## config.mk

```make
export PLATFORM = sky130hd
export DESIGN_NAME = smr_out_fifo
export DESIGN_NICKNAME = d
export VERILOG_FILES = /design/src/smr_pkg.sv /design/src/smr_out_fifo.sv
export SDC_FILE = /design/constraint.sdc
export NUM_CORES = 1
export LEC_CHECK = 0
export BUFFER_PORTS_ARGS = -buffer_cell sky130_fd_sc_hd__buf_2
export CORE_MARGIN = 2
export CORE_UTILIZATION = 25
export DETAILED_ROUTE_END_ITERATION = 12
export SETUP_SLACK_MARGIN = 0.05
export SKIP_CTS_REPAIR_TIMING = 1
export SLEW_MARGIN = 40
export SYNTH_ARGS = -nofsm -noshare
export SYNTH_HDL_FRONTEND = slang
export SYNTH_SLANG_ARGS = --single-unit
```

## constraint.sdc

```tcl
create_clock -name i_clk -period 2.1 [get_ports i_clk]
set_input_delay 0.105 -clock i_clk [delete_from_list [all_inputs] [get_ports i_clk]]
set_output_delay 0.105 -clock i_clk [all_outputs]
set_load 0.005 [all_outputs]
```

## src/smr_pkg.sv

```systemverilog
`timescale 1ns / 1ps
// ============================================================================
// smr_pkg
// Shared types, constants and helpers for the 3x3 Sobel / mean-removal filter.
// ============================================================================
package smr_pkg;

    localparam int MAX_WIDTH   = 1024;
    localparam int MAX_HEIGHT  = 4096;
    localparam int COL_W       = $clog2(MAX_WIDTH);
    localparam int ROW_W       = $clog2(MAX_HEIGHT);
    localparam int PIX_W       = 8;
    localparam int WIDTH_BITS  = 11;
    localparam int HEIGHT_BITS = 13;
    localparam int CFG_IDX_W   = 2;
    localparam int CFG_DATA_W  = 13;
    localparam int ACC_W       = 13;

    localparam int FIFO_DEPTH  = 4;
    localparam int FIFO_AW     = $clog2(FIFO_DEPTH);
    localparam int FIFO_CW     = $clog2(FIFO_DEPTH + 1);

    localparam int MIN_DIM      = 3;
    localparam int SOBEL_OFFSET = 127;
    localparam int PIX_MAX      = 255;
    localparam int MEAN_GAIN    = 9;

    typedef enum logic [CFG_IDX_W-1:0] {
        CFG_WIDTH  = 2'd0,
        CFG_HEIGHT = 2'd1,
        CFG_MODE   = 2'd2
    } t_cfg_idx;

    typedef struct packed {
        logic [PIX_W-1:0] pixel;
        logic             frame_done;
    } t_result;

    typedef struct packed {
        logic [FIFO_CW-1:0] count;
    } t_fifo_stat;

    function automatic logic [COL_W-1:0] f_col_last(input logic [WIDTH_BITS-1:0] w);
        logic [COL_W-1:0] res;
        if (w < WIDTH_BITS'(MIN_DIM)) begin
            res = COL_W'(MIN_DIM - 1);
        end else if (w > WIDTH_BITS'(MAX_WIDTH)) begin
            res = COL_W'(MAX_WIDTH - 1);
        end else begin
            res = COL_W'(w - WIDTH_BITS'(1));
        end
        return res;
    endfunction

    function automatic logic [ROW_W-1:0] f_row_last(input logic [HEIGHT_BITS-1:0] h);
        logic [ROW_W-1:0] res;
        if (h < HEIGHT_BITS'(MIN_DIM)) begin
            res = ROW_W'(MIN_DIM - 1);
        end else if (h > HEIGHT_BITS'(MAX_HEIGHT)) begin
            res = ROW_W'(MAX_HEIGHT - 1);
        end else begin
            res = ROW_W'(h - HEIGHT_BITS'(1));
        end
        return res;
    endfunction

endpackage

```

## src/smr_out_fifo.sv

```systemverilog
`timescale 1ns / 1ps
// ============================================================================
// smr_out_fifo
// Four-slot result queue that decouples the filter core from the output beat.
// ============================================================================
module smr_out_fifo (
    input  logic                 i_clk,
    input  logic                 i_rst_n,
    input  logic                 i_push,
    input  smr_pkg::t_result     i_data,
    output logic                 o_valid,
    input  logic                 i_ready,
    output smr_pkg::t_result     o_data,
    output smr_pkg::t_fifo_stat  o_stat
);
    import smr_pkg::*;

    t_result             r_slot [FIFO_DEPTH];
    logic [FIFO_AW-1:0]  r_wr_ptr;
    logic [FIFO_AW-1:0]  r_rd_ptr;
    logic [FIFO_CW-1:0]  r_count;
    logic [FIFO_CW-1:0]  n_count;
    logic                w_pop;

    assign o_valid      = (r_count != '0);
    assign o_data       = r_slot[r_rd_ptr];
    assign o_stat.count = r_count;
    assign w_pop        = o_valid && i_ready;

    always_comb begin
        n_count = r_count;
        if (i_push && !w_pop) begin
            n_count = r_count + FIFO_CW'(1);
        end else if (!i_push && w_pop) begin
            n_count = r_count - FIFO_CW'(1);
        end
    end

    always_ff @(posedge i_clk) begin
        if (!i_rst_n) begin
            r_wr_ptr <= '0;
            r_rd_ptr <= '0;
            r_count  <= '0;
        end else begin
            r_count <= n_count;
            if (i_push) begin
                r_wr_ptr <= r_wr_ptr + FIFO_AW'(1);
            end
            if (w_pop) begin
                r_rd_ptr <= r_rd_ptr + FIFO_AW'(1);
            end
        end
    end

    always_ff @(posedge i_clk) begin
        if (i_push) begin
            r_slot[r_wr_ptr] <= i_data;
        end
    end

endmodule
```

==> metrics.md <==
| Metric | Value |
|---|---|
| Starting DRT DRC Count | 39 |
| Design area | 2140 sq um |
| First-pass GRT wire length | between 4000 and 5000 microns |
| Largest net degree at the start of global routing | 14 |
| Count of pins over their slew limit | 0 |
| H-tree Lvls | 2 |
| R2R Path Start | o_stat[2] |
| Clk_lat worst skew | slightly below 300 ps |
| Peak VDD IR | 489 uV |
| GRT overflow | 0 |
| Share of cells above drive strength 1 | 39.8% |
| WP data required | approximately 2300 ps |
| Post-placement worst setup slack | between 100 and 150 ps |
| Number of fill cells | 693 |
| Crit. End Element | flop |
| Root Driver | clkbuf_8 |
| Fmax | 514 MHz |
| Synth Net Count | about 110 |
| Total global-route track usage | 8.19% |
| Final Worst Setup Slack | between 150 and 200 ps |
| Worst-path clk slew | 80 ps |
| Post-synth cell types | 19 |
| Synth cell count leaders | edfxtp_1 (36), and2_1 (9), dfxtp_1 (9), mux4_2 (9), ha_1 (5) |
| Gr busiest metal | met2 |
| HPWL after DPL | between 2000 and 2500 microns |
| CTS tree | done |
| Final min period | a little under 2000 ps |
| Seq/Total Area, Yosys | roughly 71% |
| Synth area leader | edfxtp_1 |
| RSZ-0062 raised after global routing | no |
| Ys Warns | 0 |
| Vias in the first global route | slightly above 900 |
| Die Y | 88.0 microns |
| DRT antenna net count | 0 |
| I/O Buffers | 25 |
| Die width | between 80 and 90 microns |
| EDFF count, synth | 36 |
| Hold Crit Class | in -> reg |
| Synth Cell Area | 1770 sq um |
| Initial Util | about a quarter |
| Final Hold Viols | 0 |
| Worst Setup SP | o_stat[2] |
| # setup viols final | 0 |
| Total number of vias | roughly 870 |
| Layout net count | roughly 140 |
| Skew final | ~6.4 ps |
| Leakage | 0.000745 uW |
| Slew HR | around two thirds |
| Row count | 30 |
| Clock Sinks | 45 |
| Seq cells post-synth | 45 |
| Largest cells by area after synthesis | edfxtp_1 (61%), mux4_2 (11%), dfxtp_1 (10%) |
| Io pins | 26 |
| Worst path arrival time | between 2000 and 2500 ps |
| Core Box Area | about 7000 sq um |
| Critical Setup Path Class | reg -> reg |
| Cell Pwr Density | 1080 nW/um^2 |
| Tot Pwr | roughly 2300 uW |
| Area fraction of the dominant cell type after synthesis | between 60% and 70% |
| Num CTS Buffers | 5 |
| Die area | 7750 sq um |
| DR DRC count | 0 |
| Final period util | between 90% and 100% |
| DRT Wirelength | a little under 3000 microns |
| Hold_sp | i_data[2] |
| CP Max Fanout | 6 |
| Met3 usage | approximately 3.4% |
| Synth Flop Type | edfxtp_1 |
| Routed vias/inst | 3.97 |
| Post-Syn Instances | 89 |
| Antenna diode count | 0 |
| Status | finished clean |
| Placed Area | around 2000 sq um |
| Met2 Usage GRT | approximately 14% |
| RePlAce Congestion | around 0.76 |
| Startpoint types | flop |
| Clock tree buffer depth | 2 |
| Max cap viols | 0 |
| TNS Setup | 0 ps |
| Post-DR wirelength/cell | approximately 13 microns |
| DRT Pass-1 Iters | 4 |
| P&R area growth vs syn | 21.0% |
| Initial antenna violation count | 0 |
| Tightest Pin Transition | 489 ps |
| Async S/R FF share, synth | 0% |
| Global Route met1 Usage | under 10% |
| Most numerous cell in the Yosys netlist | edfxtp_1 |
| Syn_area_per_cell | 19.8 sq um |
placed cells by master, fill, tap and decap left out, types with 2 or more instances in the layout:
| master | Yosys | layout |
|---|---|---|
| mux4_2 | 9 | 9 |
| and2_1 | 9 | 9 |
| mux2i_1 | 2 | 2 |
| ha_1 | 5 | 4 |
| buf_2 | 0 | 25 |
| inv_1 | 3 | 3 |
| xor2_1 | 2 | 2 |
| dfxtp_1 | 9 | 8 |
| xnor2_1 | 3 | 3 |
| nor2b_1 | 2 | 2 |
| buf_4 | 1 | 3 |
| clkbuf_8 | 0 | 5 |
| edfxtp_1 | 36 | 36 |
power by group:
group | switching (uW) | internal [uW]
registers | 63.9 | 1050
clock network | 269 | 351
logic | 251 | 333
total | 584 | 1730
critical path: stages (launching register included):
cell	delay [ps]
dfxtp_4	370
o31ai_4	270
ha_2	230
inv_1	60
fa_2	330
xor2_1	150
or3_1	300
a21boi_1	150
metal layers:
layer	wire length (microns)	vias up
li1	-	406
met3	192	7
met5	0	-
met4	58	0
met2	1530	20
met1	1130	436
sequential cells by signal, summed over array words and instances, names as in the netlist, named ones only:
register / count
r_rd_ptr: 2
r_wr_ptr: 2
r_slot: 36
o_stat: 3
logic make-up after synthesis:
family | after synthesis | share of synthesized area (%)
xor gates and xnor gates | 5 | 2.48
and+or+nand+nor | 13 | 4.68
DFF | 45 | 71.4
AOI/OAI and AO/OA | 4 | 2.83
adders and majority gates | 6 | 4.68
buffers and inverters | 5 | 1.28
muxes | 11 | 12.6
final cells by class:
class                           instances  area [sq um]  share of cell area [%]
Sequential cell                        45          1260                    59.2
Multi-Input combinational cell         39           487                    22.8
Timing Repair Buffer                   28           148                    6.91
Tap cell                               96           120                    5.62
Clock buffer                            6          72.6                    3.40
Clock inverter                          2          33.8                    1.58
Inverter                                3          11.3                   0.527
path summary, 6_finish.rpt:
kind	end	slack, ps	depth (start not counted)
max	o_stat[2]	150	7
min	r_slot[0][2]	20	1
max reg2reg	o_stat[2]	150	7
min reg2reg	o_stat[2]	570	2
metrics by stage:
step                instances  utilization [%]  hold WS [ps]
finish                    219             31.3          21.2
global route              219             31.3          14.7
CTS                       219             31.2          9.27
detailed placement        211             29.6           327
global placement          211             29.6           320
floorplan                  89                -           204
No activity file was read; power rests on OpenSTA's default activity.
